===== src/sv/scvs_pkg.sv =====
// Shared types, constants and request codes for the sound clip table unit.
package scvs_pkg;

    localparam int CLIP_SLOTS  = 32;
    localparam int VOICE_COUNT = 24;
    localparam int IDX_W       = (CLIP_SLOTS > 1) ? $clog2(CLIP_SLOTS) : 1;

    localparam int START_W = 19;
    localparam int RATE_W  = 16;
    localparam int ENTRY_W = START_W + RATE_W + 1;

    localparam logic [31:0] VAG_MAGIC    = 32'h7047_4156;
    localparam logic [19:0] VAG_HDR      = 20'd48;
    localparam logic [13:0] FULL_LEVEL   = 14'h3fff;
    localparam logic [15:0] NOLOOP_UNITS = 16'd512;
    localparam logic [19:0] BASE_RESET   = 20'd4112;
    localparam logic [19:0] LIMIT_RESET  = 20'd524288;
    localparam logic [8:0]  PAN_CENTER   = 9'sd64;
    localparam logic [6:0]  PAN_MAX      = 7'd127;

    // Reciprocals for exact floor division: x/127 for 21-bit x, and
    // rate*1024/11025 (same as rate*4096/44100) for 16-bit rate.
    localparam logic [21:0] PAN_RECIP   = 22'(((64'd1 << 28) + 64'd126) / 64'd127);
    localparam int          PAN_SHIFT   = 28;
    localparam logic [26:0] PITCH_RECIP = 27'(((64'd1 << 40) + 64'd11024) / 64'd11025);
    localparam int          PITCH_SHIFT = 30;

    typedef enum logic [1:0] {
        REQ_LOAD   = 2'd0,
        REQ_PLAY   = 2'd1,
        REQ_VOLUME = 2'd2,
        REQ_CLEAR  = 2'd3
    } t_req;

    typedef enum logic [2:0] {
        ST_OK         = 3'd0,
        ST_BAD_INDEX  = 3'd1,
        ST_ZERO_SIZE  = 3'd2,
        ST_NO_MEMORY  = 3'd3,
        ST_NOT_LOADED = 3'd4,
        ST_NO_VOICE   = 3'd5,
        ST_BAD_VOICE  = 3'd6
    } t_status;

    localparam logic CFG_RAM_BASE  = 1'b0;
    localparam logic CFG_RAM_LIMIT = 1'b1;

    typedef struct packed {
        logic accept;
        logic fetch;
        logic mul;
        logic div;
        logic commit;
    } t_cmd;

    typedef struct packed {
        logic out_free;
    } t_sts;

endpackage


===== src/sv/scvs_ram.sv =====
// Generic single-write, single-read RAM with registered read data.
module scvs_ram #(
    parameter int WIDTH = 8,
    parameter int DEPTH = 32
) (
    input  logic                     i_clk,
    input  logic                     i_we,
    input  logic [$clog2(DEPTH)-1:0] i_waddr,
    input  logic [WIDTH-1:0]         i_wdata,
    input  logic                     i_re,
    input  logic [$clog2(DEPTH)-1:0] i_raddr,
    output logic [WIDTH-1:0]         o_rdata
);

    logic [WIDTH-1:0] r_mem [DEPTH];
    logic [WIDTH-1:0] r_rdata;

    always_ff @(posedge i_clk) begin
        if (i_we) begin
            r_mem[i_waddr] <= i_wdata;
        end
        if (i_re) begin
            r_rdata <= r_mem[i_raddr];
        end
    end

    assign o_rdata = r_rdata;

endmodule


===== src/sv/scvs_ctrl.sv =====
// Request sequencer: steps one word through fetch, multiply, divide and commit.
module scvs_ctrl (
    input  logic           i_clk,
    input  logic           i_rst_n,
    input  logic           i_valid,
    output logic           o_ready,
    input  scvs_pkg::t_sts i_sts,
    output scvs_pkg::t_cmd o_cmd
);

    typedef enum logic [4:0] {
        S_IDLE  = 5'b00001,
        S_FETCH = 5'b00010,
        S_MUL   = 5'b00100,
        S_DIV   = 5'b01000,
        S_DONE  = 5'b10000
    } t_state;

    t_state r_state;
    t_state n_state;

    always_comb begin
        n_state = r_state;
        case (r_state)
            S_IDLE:  if (i_valid) n_state = S_FETCH;
            S_FETCH: n_state = S_MUL;
            S_MUL:   n_state = S_DIV;
            S_DIV:   n_state = S_DONE;
            S_DONE:  if (i_sts.out_free) n_state = S_IDLE;
            default: n_state = S_IDLE;
        endcase
    end

    always_ff @(posedge i_clk) begin
        if (!i_rst_n) begin
            r_state <= S_IDLE;
        end else begin
            r_state <= n_state;
        end
    end

    assign o_ready       = (r_state == S_IDLE);
    assign o_cmd.accept  = (r_state == S_IDLE) && i_valid;
    assign o_cmd.fetch   = (r_state == S_FETCH);
    assign o_cmd.mul     = (r_state == S_MUL);
    assign o_cmd.div     = (r_state == S_DIV);
    assign o_cmd.commit  = (r_state == S_DONE) && i_sts.out_free;

endmodule


===== src/sv/scvs_datapath.sv =====
// Clip table, allocator, pitch and volume arithmetic and the output register.
module scvs_datapath (
    input  logic           i_clk,
    input  logic           i_rst_n,
    input  scvs_pkg::t_cmd i_cmd,
    output scvs_pkg::t_sts o_sts,
    input  logic           i_cfg_we,
    input  logic           i_cfg_index,
    input  logic [19:0]    i_cfg_data,
    input  logic [1:0]     i_req_type,
    input  logic [7:0]     i_clip_index,
    input  logic [19:0]    i_size_bytes,
    input  logic [31:0]    i_header_magic,
    input  logic [15:0]    i_sample_rate,
    input  logic           i_loop_flag,
    input  logic signed [8:0] i_volume,
    input  logic signed [8:0] i_pan,
    input  logic [4:0]     i_channel,
    input  logic           i_voice_free,
    output logic           o_valid,
    input  logic           i_ready,
    output logic [2:0]     o_status,
    output logic [4:0]     o_voice,
    output logic [15:0]    o_start_units,
    output logic [15:0]    o_repeat_units,
    output logic [15:0]    o_pitch,
    output logic [13:0]    o_left_level,
    output logic [13:0]    o_right_level,
    output logic [6:0]     o_clips_loaded
);

    // Configuration and persistent state.
    logic [19:0]                     r_ram_base;
    logic [19:0]                     r_ram_limit;
    logic [19:0]                     r_next_free;
    logic [scvs_pkg::CLIP_SLOTS-1:0] r_present;
    logic [6:0]                      r_count;

    // Captured request word.
    logic [1:0]        r_req;
    logic [7:0]        r_idx;
    logic [19:0]       r_size;
    logic [31:0]       r_magic;
    logic [15:0]       r_rate;
    logic              r_loop;
    logic signed [8:0] r_vol;
    logic signed [8:0] r_pan;
    logic [4:0]        r_chan;
    logic              r_vfree;

    // Fetch stage results.
    logic [2:0]  r_status;
    logic [20:0] r_addr;
    logic [21:0] r_end;
    logic [13:0] r_lv;
    logic        r_center;
    logic [6:0]  r_p;
    logic [42:0] r_pitch_prod;
    logic [15:0] r_start_units;
    logic        r_loops;

    // Multiply and divide stage results.
    logic [20:0] r_prod_l;
    logic [20:0] r_prod_r;
    logic [13:0] r_lvl_l;
    logic [13:0] r_lvl_r;

    // Output register.
    logic        r_out_valid;
    logic [2:0]  r_o_status;
    logic [4:0]  r_o_voice;
    logic [15:0] r_o_start;
    logic [15:0] r_o_repeat;
    logic [15:0] r_o_pitch;
    logic [13:0] r_o_left;
    logic [13:0] r_o_right;
    logic [6:0]  r_o_count;

    logic [scvs_pkg::ENTRY_W-1:0] w_rdata;
    logic [scvs_pkg::ENTRY_W-1:0] w_wdata;
    logic                         w_we;
    logic [scvs_pkg::IDX_W-1:0]   w_slot;
    logic                         w_idx_bad;
    logic                         w_chan_bad;
    logic [19:0]                  w_size_eff;
    logic [20:0]                  w_addr;
    logic [20:0]                  w_asz;
    logic [21:0]                  w_end;
    logic [20:0]                  w_lv_full;
    logic [13:0]                  w_lv;
    logic [6:0]                   w_p;
    logic [2:0]                   w_status;
    logic [42:0]                  w_div_l;
    logic [42:0]                  w_div_r;
    logic                         w_ok;
    logic                         w_load_ok;
    logic                         w_has_voice;
    logic                         w_play_ok;
    logic [6:0]                   w_new_count;

    assign w_slot     = r_idx[scvs_pkg::IDX_W-1:0];
    assign w_idx_bad  = (r_idx >= 8'(scvs_pkg::CLIP_SLOTS));
    assign w_chan_bad = ({1'b0, r_chan} >= 6'(scvs_pkg::VOICE_COUNT));

    assign w_wdata = {r_addr[scvs_pkg::START_W-1:0], r_rate, r_loop};

    scvs_ram #(
        .WIDTH(scvs_pkg::ENTRY_W),
        .DEPTH(scvs_pkg::CLIP_SLOTS)
    ) u_table (
        .i_clk  (i_clk),
        .i_we   (w_we),
        .i_waddr(w_slot),
        .i_wdata(w_wdata),
        .i_re   (i_cmd.accept),
        .i_raddr(i_clip_index[scvs_pkg::IDX_W-1:0]),
        .o_rdata(w_rdata)
    );

    // Allocation arithmetic.
    always_comb begin
        if (r_size >= scvs_pkg::VAG_HDR && r_magic == scvs_pkg::VAG_MAGIC) begin
            w_size_eff = r_size - scvs_pkg::VAG_HDR;
        end else begin
            w_size_eff = r_size;
        end
        w_addr = ({1'b0, r_next_free} + 21'd15) & ~21'd15;
        w_asz  = ({1'b0, w_size_eff} + 21'd15) & ~21'd15;
        w_end  = {1'b0, w_addr} + {1'b0, w_asz};
    end

    // Volume level and pan position.
    always_comb begin
        w_lv_full = {r_vol[6:0], 14'd0} - {14'd0, r_vol[6:0]};
        if (r_vol <= 9'sd0) begin
            w_lv = 14'd0;
        end else if (r_vol >= 9'sd128) begin
            w_lv = scvs_pkg::FULL_LEVEL;
        end else begin
            w_lv = w_lv_full[20:7];
        end
        if (r_pan < 9'sd0) begin
            w_p = 7'd0;
        end else if (r_pan > 9'sd127) begin
            w_p = scvs_pkg::PAN_MAX;
        end else begin
            w_p = r_pan[6:0];
        end
    end

    always_comb begin
        w_status = scvs_pkg::ST_OK;
        case (scvs_pkg::t_req'(r_req))
            scvs_pkg::REQ_LOAD: begin
                if (w_idx_bad) begin
                    w_status = scvs_pkg::ST_BAD_INDEX;
                end else if (r_size == 20'd0) begin
                    w_status = scvs_pkg::ST_ZERO_SIZE;
                end else if (w_end > {2'b00, r_ram_limit}) begin
                    w_status = scvs_pkg::ST_NO_MEMORY;
                end
            end
            scvs_pkg::REQ_PLAY: begin
                if (w_idx_bad) begin
                    w_status = scvs_pkg::ST_BAD_INDEX;
                end else if (!r_present[w_slot]) begin
                    w_status = scvs_pkg::ST_NOT_LOADED;
                end else if (!r_vfree) begin
                    w_status = scvs_pkg::ST_NO_VOICE;
                end else if (w_chan_bad) begin
                    w_status = scvs_pkg::ST_BAD_VOICE;
                end
            end
            scvs_pkg::REQ_VOLUME: begin
                if (w_chan_bad) begin
                    w_status = scvs_pkg::ST_BAD_VOICE;
                end
            end
            default: w_status = scvs_pkg::ST_OK;
        endcase
    end

    assign w_div_l = {22'd0, r_prod_l} * {21'd0, scvs_pkg::PAN_RECIP};
    assign w_div_r = {22'd0, r_prod_r} * {21'd0, scvs_pkg::PAN_RECIP};

    assign w_ok        = (r_status == scvs_pkg::ST_OK);
    assign w_load_ok   = w_ok && (r_req == scvs_pkg::REQ_LOAD);
    assign w_play_ok   = w_ok && (r_req == scvs_pkg::REQ_PLAY);
    assign w_has_voice = w_ok && (r_req == scvs_pkg::REQ_PLAY || r_req == scvs_pkg::REQ_VOLUME);
    assign w_we        = i_cmd.commit && w_load_ok;

    always_comb begin
        if (r_req == scvs_pkg::REQ_CLEAR) begin
            w_new_count = 7'd0;
        end else if (w_load_ok && !r_present[w_slot]) begin
            w_new_count = r_count + 7'd1;
        end else begin
            w_new_count = r_count;
        end
    end

    assign o_sts.out_free = !r_out_valid || i_ready;

    always_ff @(posedge i_clk) begin
        if (!i_rst_n) begin
            r_ram_base  <= scvs_pkg::BASE_RESET;
            r_ram_limit <= scvs_pkg::LIMIT_RESET;
            r_next_free <= scvs_pkg::BASE_RESET;
            r_present   <= '0;
            r_count     <= 7'd0;
            r_out_valid <= 1'b0;
        end else begin
            if (i_cfg_we) begin
                case (i_cfg_index)
                    scvs_pkg::CFG_RAM_BASE:  r_ram_base  <= i_cfg_data;
                    scvs_pkg::CFG_RAM_LIMIT: r_ram_limit <= i_cfg_data;
                    default: ;
                endcase
            end
            if (i_cmd.commit) begin
                r_count     <= w_new_count;
                r_out_valid <= 1'b1;
                if (r_req == scvs_pkg::REQ_CLEAR) begin
                    r_present   <= '0;
                    r_next_free <= r_ram_base;
                end else if (w_load_ok) begin
                    r_present[w_slot] <= 1'b1;
                    r_next_free       <= r_end[19:0];
                end
            end else if (i_ready) begin
                r_out_valid <= 1'b0;
            end
        end
    end

    always_ff @(posedge i_clk) begin
        if (i_cmd.accept) begin
            r_req   <= i_req_type;
            r_idx   <= i_clip_index;
            r_size  <= i_size_bytes;
            r_magic <= i_header_magic;
            r_rate  <= i_sample_rate;
            r_loop  <= i_loop_flag;
            r_vol   <= i_volume;
            r_pan   <= i_pan;
            r_chan  <= i_channel;
            r_vfree <= i_voice_free;
        end
        if (i_cmd.fetch) begin
            r_status      <= w_status;
            r_addr        <= w_addr;
            r_end         <= w_end;
            r_lv          <= w_lv;
            r_center      <= (r_pan == scvs_pkg::PAN_CENTER);
            r_p           <= w_p;
            r_pitch_prod  <= {27'd0, w_rdata[scvs_pkg::RATE_W:1]}
                             * {16'd0, scvs_pkg::PITCH_RECIP};
            r_start_units <= w_rdata[scvs_pkg::ENTRY_W-1:scvs_pkg::RATE_W+4];
            r_loops       <= w_rdata[0];
        end
        if (i_cmd.mul) begin
            r_prod_l <= {7'd0, r_lv} * {14'd0, scvs_pkg::PAN_MAX - r_p};
            r_prod_r <= {7'd0, r_lv} * {14'd0, r_p};
        end
        if (i_cmd.div) begin
            r_lvl_l <= r_center ? r_lv : w_div_l[scvs_pkg::PAN_SHIFT+13:scvs_pkg::PAN_SHIFT];
            r_lvl_r <= r_center ? r_lv : w_div_r[scvs_pkg::PAN_SHIFT+13:scvs_pkg::PAN_SHIFT];
        end
        if (i_cmd.commit) begin
            r_o_status <= r_status;
            r_o_voice  <= w_has_voice ? r_chan : 5'd0;
            r_o_start  <= w_play_ok ? r_start_units : 16'd0;
            r_o_repeat <= w_play_ok ? (r_loops ? r_start_units : scvs_pkg::NOLOOP_UNITS)
                                    : 16'd0;
            r_o_pitch  <= w_play_ok
                          ? {3'd0, r_pitch_prod[42:scvs_pkg::PITCH_SHIFT]}
                          : 16'd0;
            r_o_left   <= w_has_voice ? r_lvl_l : 14'd0;
            r_o_right  <= w_has_voice ? r_lvl_r : 14'd0;
            r_o_count  <= w_new_count;
        end
    end

    assign o_valid        = r_out_valid;
    assign o_status       = r_o_status;
    assign o_voice        = r_o_voice;
    assign o_start_units  = r_o_start;
    assign o_repeat_units = r_o_repeat;
    assign o_pitch        = r_o_pitch;
    assign o_left_level   = r_o_left;
    assign o_right_level  = r_o_right;
    assign o_clips_loaded = r_o_count;

endmodule


===== src/sv/sound_clip_table_and_voice_setup_unit.sv =====
// Top level of the sound clip table and voice setup unit.
// Each request word on the input channel (i_valid/o_ready) yields exactly one
// result word on the output channel (o_valid/i_ready), in request order.
// A load allocates 16-byte aligned sound RAM for a clip and records it in the
// table; a play reads a loaded clip and returns voice words; a volume request
// returns the voice and its level words; a clear request empties the table.
// After acceptance a request steps through the fetch state, which does the
// pitch and level multiply on the table data read at acceptance, then the pan
// multiply, the reciprocal divide by 127, and the commit to the result register.
// Requests are handled one at a time: a new word is taken only after the last
// has committed, but the next word is taken while a finished result still waits.
// If the receiver stalls, the finished request holds in its commit step and
// the table is updated only when the result enters the output register.
// The user writes ram_base and ram_limit through i_cfg_we only while idle; the
// block does not enforce it. Synchronous reset clears the table, the clip count
// and output valid, rewinds the allocator to the reset ram_base, needs no clearing pass.
module sound_clip_table_and_voice_setup_unit (
    input  logic              i_clk,
    input  logic              i_rst_n,
    input  logic              i_cfg_we,
    input  logic              i_cfg_index,
    input  logic [19:0]       i_cfg_data,
    input  logic              i_valid,
    output logic              o_ready,
    input  logic [1:0]        i_req_type,
    input  logic [7:0]        i_clip_index,
    input  logic [19:0]       i_size_bytes,
    input  logic [31:0]       i_header_magic,
    input  logic [15:0]       i_sample_rate,
    input  logic              i_loop_flag,
    input  logic signed [8:0] i_volume,
    input  logic signed [8:0] i_pan,
    input  logic [4:0]        i_channel,
    input  logic              i_voice_free,
    output logic              o_valid,
    input  logic              i_ready,
    output logic [2:0]        o_status,
    output logic [4:0]        o_voice,
    output logic [15:0]       o_start_units,
    output logic [15:0]       o_repeat_units,
    output logic [15:0]       o_pitch,
    output logic [13:0]       o_left_level,
    output logic [13:0]       o_right_level,
    output logic [6:0]        o_clips_loaded
);

    scvs_pkg::t_cmd w_cmd;
    scvs_pkg::t_sts w_sts;

    scvs_ctrl u_ctrl (
        .i_clk  (i_clk),
        .i_rst_n(i_rst_n),
        .i_valid(i_valid),
        .o_ready(o_ready),
        .i_sts  (w_sts),
        .o_cmd  (w_cmd)
    );

    scvs_datapath u_datapath (
        .i_clk         (i_clk),
        .i_rst_n       (i_rst_n),
        .i_cmd         (w_cmd),
        .o_sts         (w_sts),
        .i_cfg_we      (i_cfg_we),
        .i_cfg_index   (i_cfg_index),
        .i_cfg_data    (i_cfg_data),
        .i_req_type    (i_req_type),
        .i_clip_index  (i_clip_index),
        .i_size_bytes  (i_size_bytes),
        .i_header_magic(i_header_magic),
        .i_sample_rate (i_sample_rate),
        .i_loop_flag   (i_loop_flag),
        .i_volume      (i_volume),
        .i_pan         (i_pan),
        .i_channel     (i_channel),
        .i_voice_free  (i_voice_free),
        .o_valid       (o_valid),
        .i_ready       (i_ready),
        .o_status      (o_status),
        .o_voice       (o_voice),
        .o_start_units (o_start_units),
        .o_repeat_units(o_repeat_units),
        .o_pitch       (o_pitch),
        .o_left_level  (o_left_level),
        .o_right_level (o_right_level),
        .o_clips_loaded(o_clips_loaded)
    );

    a_commit_on_time: assert property (@(posedge i_clk) disable iff (!i_rst_n)
        (i_valid && o_ready) |-> ##4 (w_cmd.commit || !w_sts.out_free))
        else $error("accepted word did not reach commit in time");

    a_count_in_range: assert property (@(posedge i_clk) disable iff (!i_rst_n)
        o_valid |-> (o_clips_loaded <= 7'(scvs_pkg::CLIP_SLOTS)))
        else $error("clip count exceeds slot count");

    a_fail_clean: assert property (@(posedge i_clk) disable iff (!i_rst_n)
        (o_valid && o_status != scvs_pkg::ST_OK) |->
        (o_voice == 5'd0 && o_start_units == 16'd0 && o_pitch == 16'd0
         && o_left_level == 14'd0 && o_right_level == 14'd0))
        else $error("failed request carries nonzero result fields");

endmodule

===== config.mk =====
export PLATFORM = sky130hd
export DESIGN_NAME = sound_clip_table_and_voice_setup_unit
export DESIGN_NICKNAME = d
export VERILOG_FILES = /design/src/sv/scvs_pkg.sv /design/src/sv/scvs_ram.sv /design/src/sv/scvs_ctrl.sv /design/src/sv/scvs_datapath.sv /design/src/sv/sound_clip_table_and_voice_setup_unit.sv
export SDC_FILE = /design/constraint.sdc
export NUM_CORES = 2
export LEC_CHECK = 0
export BUFFER_PORTS_ARGS = -buffer_cell sky130_fd_sc_hd__buf_2
export CORE_ASPECT_RATIO = 0.5
export CORE_UTILIZATION = 50
export DETAILED_ROUTE_END_ITERATION = 6
export PLACE_DENSITY = 0.8
export SLEW_MARGIN = 15
export SYNTH_ARGS = -nofsm -noshare
export SYNTH_HDL_FRONTEND = slang
export SYNTH_SLANG_ARGS = --single-unit

===== constraint.sdc =====
create_clock -name i_clk -period 6.74 [get_ports i_clk]
set_input_delay 0.674 -clock i_clk [delete_from_list [all_inputs] [get_ports i_clk]]
set_output_delay 0.674 -clock i_clk [all_outputs]
set_load 0.05 [all_outputs]

# Word-level counts from Yosys, hierarchy flattened

Memories as Yosys holds them, arrays and structs flattened. A register that Yosys moved wholly into a read port is not among the register bits.
Cells that the tools add are included.

Eq/ne operators: 12
Muxes and demuxes: 31
Reductions and logical operators: 23
Magnitude comparators: 10
$add $sub $neg: 7
Bitwise gates (word level): 2
Multipliers: 5

Operator list:

| operator                 | count |
|---|---|
| $mul A21 B21 Y41 const B | 2 |
| $mux W32                 | 2 |
| $mux W20                 | 3 |
| $add A20 B4 Y21 const B  | 2 |
| $mul A14 B7 Y21          | 2 |
| $mul A16 B26 Y42 const B | 1 |
| $mux W14                 | 3 |
| $eq A32 B31 Y1 const B   | 1 |
| $or A32 B32 Y32          | 1 |
| $pmux W5 S5              | 1 |
| $add A21 B21 Y22         | 1 |
| $gt A22 B20 Y1           | 1 |
| $mux W7                  | 3 |
| $sub A21 B7 Y21          | 1 |
| $ge A20 B6 Y1 const B    | 1 |
| $logic_not A20 Y1        | 1 |
| $sub A20 B6 Y20 const B  | 1 |
| $mux W3                  | 6 |
| $mux W10                 | 1 |
| $mux W5                  | 2 |
| $reduce_and A2 Y1        | 5 |
| $eq A9 B7 Y1 const B     | 1 |
| $ge A9 B9 Y1 const B     | 1 |
| $gt A9 B8 Y1 const B     | 1 |
| other kinds (29)         | 46 |

Output and inout port bits: 93
Bits in writable memories: 1,024
Word-level logic and storage cells: 132
Register bits: 524
Input port bits: 129
Memories: 1

Memories:

| name                     | depth | bits a word | read ports | clocked after Yosys merged registers in | write ports | RTL line       | source |
|---|---|---|---|---|---|---|---|
| u_datapath.u_table.r_mem | 32    | 32          | 1          | 1                                       | 1           | scvs_ram.sv:15 | `logic [WIDTH-1:0] r_mem [DEPTH];` |

# Logic depth before layout (Yosys ltp)

Depth in word-level cells: 10
Gate-level depth with buffers: 30
Depth with buffers taken out: 29

# Hierarchy

From an unflattened synthesis, not the netlist that was laid out.

Cells, all modules: 5,831
Area, all modules: 81,708.4 um^2

Modules (own cells, without submodules):

| module        | area each (um^2) | seq. area each (um^2) | times used | cells an instance |
|---|---|---|---|---|
| scvs_ram      | 45,934.1         | 35,674.2              | 1          | 2,536 |
| scvs_datapath | 35,512.8         | 12,361.9              | 1          | 3,265 |
| scvs_ctrl     | 261.5            | 100.1                 | 1          | 30 |

# Worst setup path after synthesis

No wires, ideal clock.

Path type: register to register
Start point: register u_datapath.u_table.r_rdata[14], in the netlist u_datapath.u_table.o_rdata[14], read port of u_datapath.u_table.r_mem
End point: register u_datapath.r_pitch_prod[42] (data pin)
Library setup time: 0.260 ns
Path buffers: 0
Stages on the path, launching flop included: 21
Setup slack: 0.425 ns
Data required time: 6.480 ns
Arrival time: 6.055 ns
Period minus slack after synthesis: 6.315 ns
Cells stage by stage: edfxtp_1 fa_1 inv_1 fa_1 inv_1 fa_1 fa_1 inv_1 fa_1 inv_1 fa_1 ha_1 o21a_1 o21a_1 o21ai_0 or4b_2 a31oi_1 o211ai_1 a31o_2 a21oi_1 xnor2_1

Cells in the longest elaborated chain, start to end: 1

RTL lines:

| item                 | RTL line             | source |
|---|---|---|
| start, declared      | scvs_ram.sv:16       | `logic [WIDTH-1:0] r_rdata;` |
| $mul A16 B26 Y42     | scvs_datapath.sv:257 | `* {16'd0, scvs_pkg::PITCH_RECIP};` |
| end signal, assigned | scvs_datapath.sv:256 | `r_pitch_prod <= {27'd0, w_rdata[scvs_pkg::RATE_W:1]}` |
| end, declared        | scvs_datapath.sv:58  | `logic [42:0] r_pitch_prod;` |

Every way passes these cells.
A chain may end at the register's enable or synchronous reset.

# Worst setup path after layout

Same ends and word-level chain as after synthesis.

==> flow_summary.toml <==
[timing]
fmax_mhz = 156.5
skew_ns = 0.07513
grt_setup_unrepaired = "no"
whs_ns = 0.04318
finalHoldViolCount = 0
finalCriticalPeriod_ns = 6.389
worstMarginPinSlew_ns = 1.226
period_share = 0.9479
slew_headroom = 0.1810
setup_viol = 0
drv_slew = 0
fin_setup_tns_ns = 0

[global_route]
grt_max_degree = 128
grt_usage = 0.2606
antenna_found_initial = 8
grt_pass1_wl_um = 287800
grt_overflow = 0
grt_pass1_vias = 44375

[logic_synthesis]
yosysUniqueCellTypes = 84
ys_seq_area_frac = 0.5887
synth.avg_cell_area_um2 = 15.91
synth_area_mm2 = 0.07488
ys_warn_count = 0
ys_seq_elements = 1503
syn_inst = 4708
async_reset_ff_frac = 0
synth-edff-count = 1398
synth-main-ff-cell = "edfxtp_1"

[place]
dp.cells = 6813
gp_congestion = 0.9393
hpwl_um = 119600
portBuffers = 216

[clock_tree]
tritoncts = "yes"
clk_path_buf_depth = 3
root_buffer = "clkbuf_16"
htree_levels = 4
numClockSinks = 1503
clk_latency_ns = 0.81
cts_inserted_buffers = 134
clkTransAtPathRegs_ns = 0.07
postCtsSetupBuffers = 0

[worst_setup_path]
crit_fanout = 5
critPathRequiredTime_ns = 7.28
crit_path_end_kind = "flop"
critPathKind = "reg2reg"
cp.arrival_ns = 6.93
cp-start-kind = "flop"

[final_layout]
layout-drive-gt1-share = 0.1824
nNetsFinal = 5927
final_core_util = 0.5666
syn_to_final_growth_pct = 11.35
final_cells = 7069

[floorplan]
rows = 99
initial_core_util = 0.5089
core_area_mm2 = 0.1472
die_w_um = 549.3
io_pins = 222
dieArea_mm2 = 0.1514
dieHeight_um = 275.6

[route]
postRouteAntennaNets = 0
routed_wl_um = 196400
wl_per_cell_um = 27.78
dr.pass1.iters = 6
drc = 0
vias_per_cell = 6.138
vias = 43390
dr.first_iter.drc_count = 5138

[power]
powerDensity_mw_per_mm2 = 359.1
ir_worst_vdd_v = 0.0008805
finalPower_mw = 29.94
p_leak_nw = 31.53

[run_status]
status = "finished clean"

[min_path]
hold_path.class = "in2reg"

[job]
maxCapViolations = 0
## cells in the mapped netlist (all sizes together), types with 19 or more instances
master / instances / area, um2
nand2: 234 / 880.9
and3: 77 / 481.7
nand4: 28 / 187.7
inv: 456 / 1712
o21ai: 68 / 340.3
a21oi: 115 / 575.6
nand2b: 64 / 400.4
nor3: 34 / 175.2
clkbuf: 126 / 473.0
dfxtp: 105 / 2102
mux2i: 19 / 190.2
mux4: 328 / 7387
buf: 44 / 198.9
edfxtp: 1398 / 41980
and2: 63 / 396.6
nor2b: 50 / 312.8
nor2: 175 / 664.4
a21boi: 51 / 382.9
fa: 282 / 5645
xnor2: 79 / 691.9
mux2: 33 / 371.6
a21o: 39 / 292.8
xor2: 46 / 402.9
ha: 523 / 6544
nand3: 29 / 150.1
## critical path, stage by stage (launching register included)
cell and delay [ns]:
edfxtp_1 0.44, fa_1 0.60, inv_1 0.11, fa_1 0.50, inv_1 0.07, fa_1 0.46
fa_1 0.54, inv_1 0.05, fa_1 0.52, inv_1 0.06, fa_1 0.48, ha_1 0.32
o21a_1 0.11, o21a_1 0.16, o21ai_1 0.20, or4b_4 0.53, a31oi_1 0.17, buf_4 0.17
o211ai_1 0.13, a31o_2 0.28, a21oi_1 0.18, xnor2_1 0.08
## path summary, 6_finish.rpt
check | to | startpoint | slack (ns) | depth (start not counted)
min reg2reg | u_datapath.r_start_units[1] | u_datapath.u_table.o_rdata[21] | 0.43 | 0
min | u_datapath.r_magic[24] | i_header_magic[24] | 0.04 | 1
max | u_datapath.r_pitch_prod[42] | u_datapath.u_table.o_rdata[14] | 0.35 | 21
max reg2reg | u_datapath.r_pitch_prod[42] | u_datapath.u_table.o_rdata[14] | 0.35 | 21
## sequential cells by signal, summed over array words and instances (netlist names), 15 cells and up
signal	flops
u_datapath.r_prod_l	21
u_datapath.r_addr	15
u_datapath.r_next_free	20
u_datapath.u_table.o_rdata	32
u_datapath.r_start_units	15
u_datapath.o_repeat_units	15
u_datapath.r_magic	32
u_datapath.r_ram_limit	20
u_datapath.r_size	20
u_datapath.r_present	32
u_datapath.r_prod_r	21
u_datapath.r_ram_base	20
u_datapath.u_table.r_mem	1024
u_datapath.r_rate	16
u_datapath.r_end	16
u_datapath.o_start_units	15
## metal layers
layer | part of all wire | vias up | track usage
met1 | 0.38 | 22140 | 0.3393
met2 | 0.49 | 2654 | 0.4415
li1 | - | 18142 | -
met4 | 0.036 | 2 | 0.09236
met3 | 0.094 | 452 | 0.04874
met5 | 0.000066 | - | 0
## layout make-up
class	count	area (um2)
Fill cell	10746	63770
Inverter	457	1720
Clock buffer	166	3546
Timing Repair Buffer	315	1953
Clock inverter	76	905.9
Multi-Input combinational cell	2582	28710
Tap cell	1969	2464
Sequential cell	1503	44080
Antenna cell	1	2.502
## cell usage in the layout (no fill, tap or decap), types with 82 or more instances in the layout
cell	synthesis	layout
ha_1	523	523
inv_1	456	455
fa_1	282	282
buf_2	9	212
dfxtp_1	105	105
mux4_2	328	328
nor2_1	174	142
buf_4	6	82
nand2_1	233	233
a21oi_1	115	115
edfxtp_1	1398	1398
clkbuf_16	0	136
## metrics by stage
step	cell area (um2)	setup slack (ns)
floorplan	74900	0.4255
global placement	78770	0.1217
detailed placement	78770	0.09029
CTS	83340	0.04935
global route	83380	0.05269
finish	83380	0.3508
## power by group
group	internal, mW	switching, mW
Sequential	10.7	0.239
Combinational	4.91	6.10
Clock	4.25	3.71
## timing repair
action	4_1_cts	5_1_grt
resized for setup	0	5
endpoints found under the hold margin	12	0
hold buffers	12	0
setup endpoints to repair	0	3
## cells by family after synthesis
| family | after synthesis | share of synthesized area |
|---|---|---|
| XOR/XNOR | 125 | 0.01462 |
| AO/OA/AOI/OAI | 425 | 0.03781 |
| AND/OR/NAND/NOR | 842 | 0.05801 |
| adder cells (fa/ha/maj) | 805 | 0.1628 |
| multiplexers | 380 | 0.1062 |
| flip-flops | 1503 | 0.5887 |
| buffers and inverters | 627 | 0.03188 |
| other | 1 | 0.00005008 |
(Power assumes the default switching activity.)
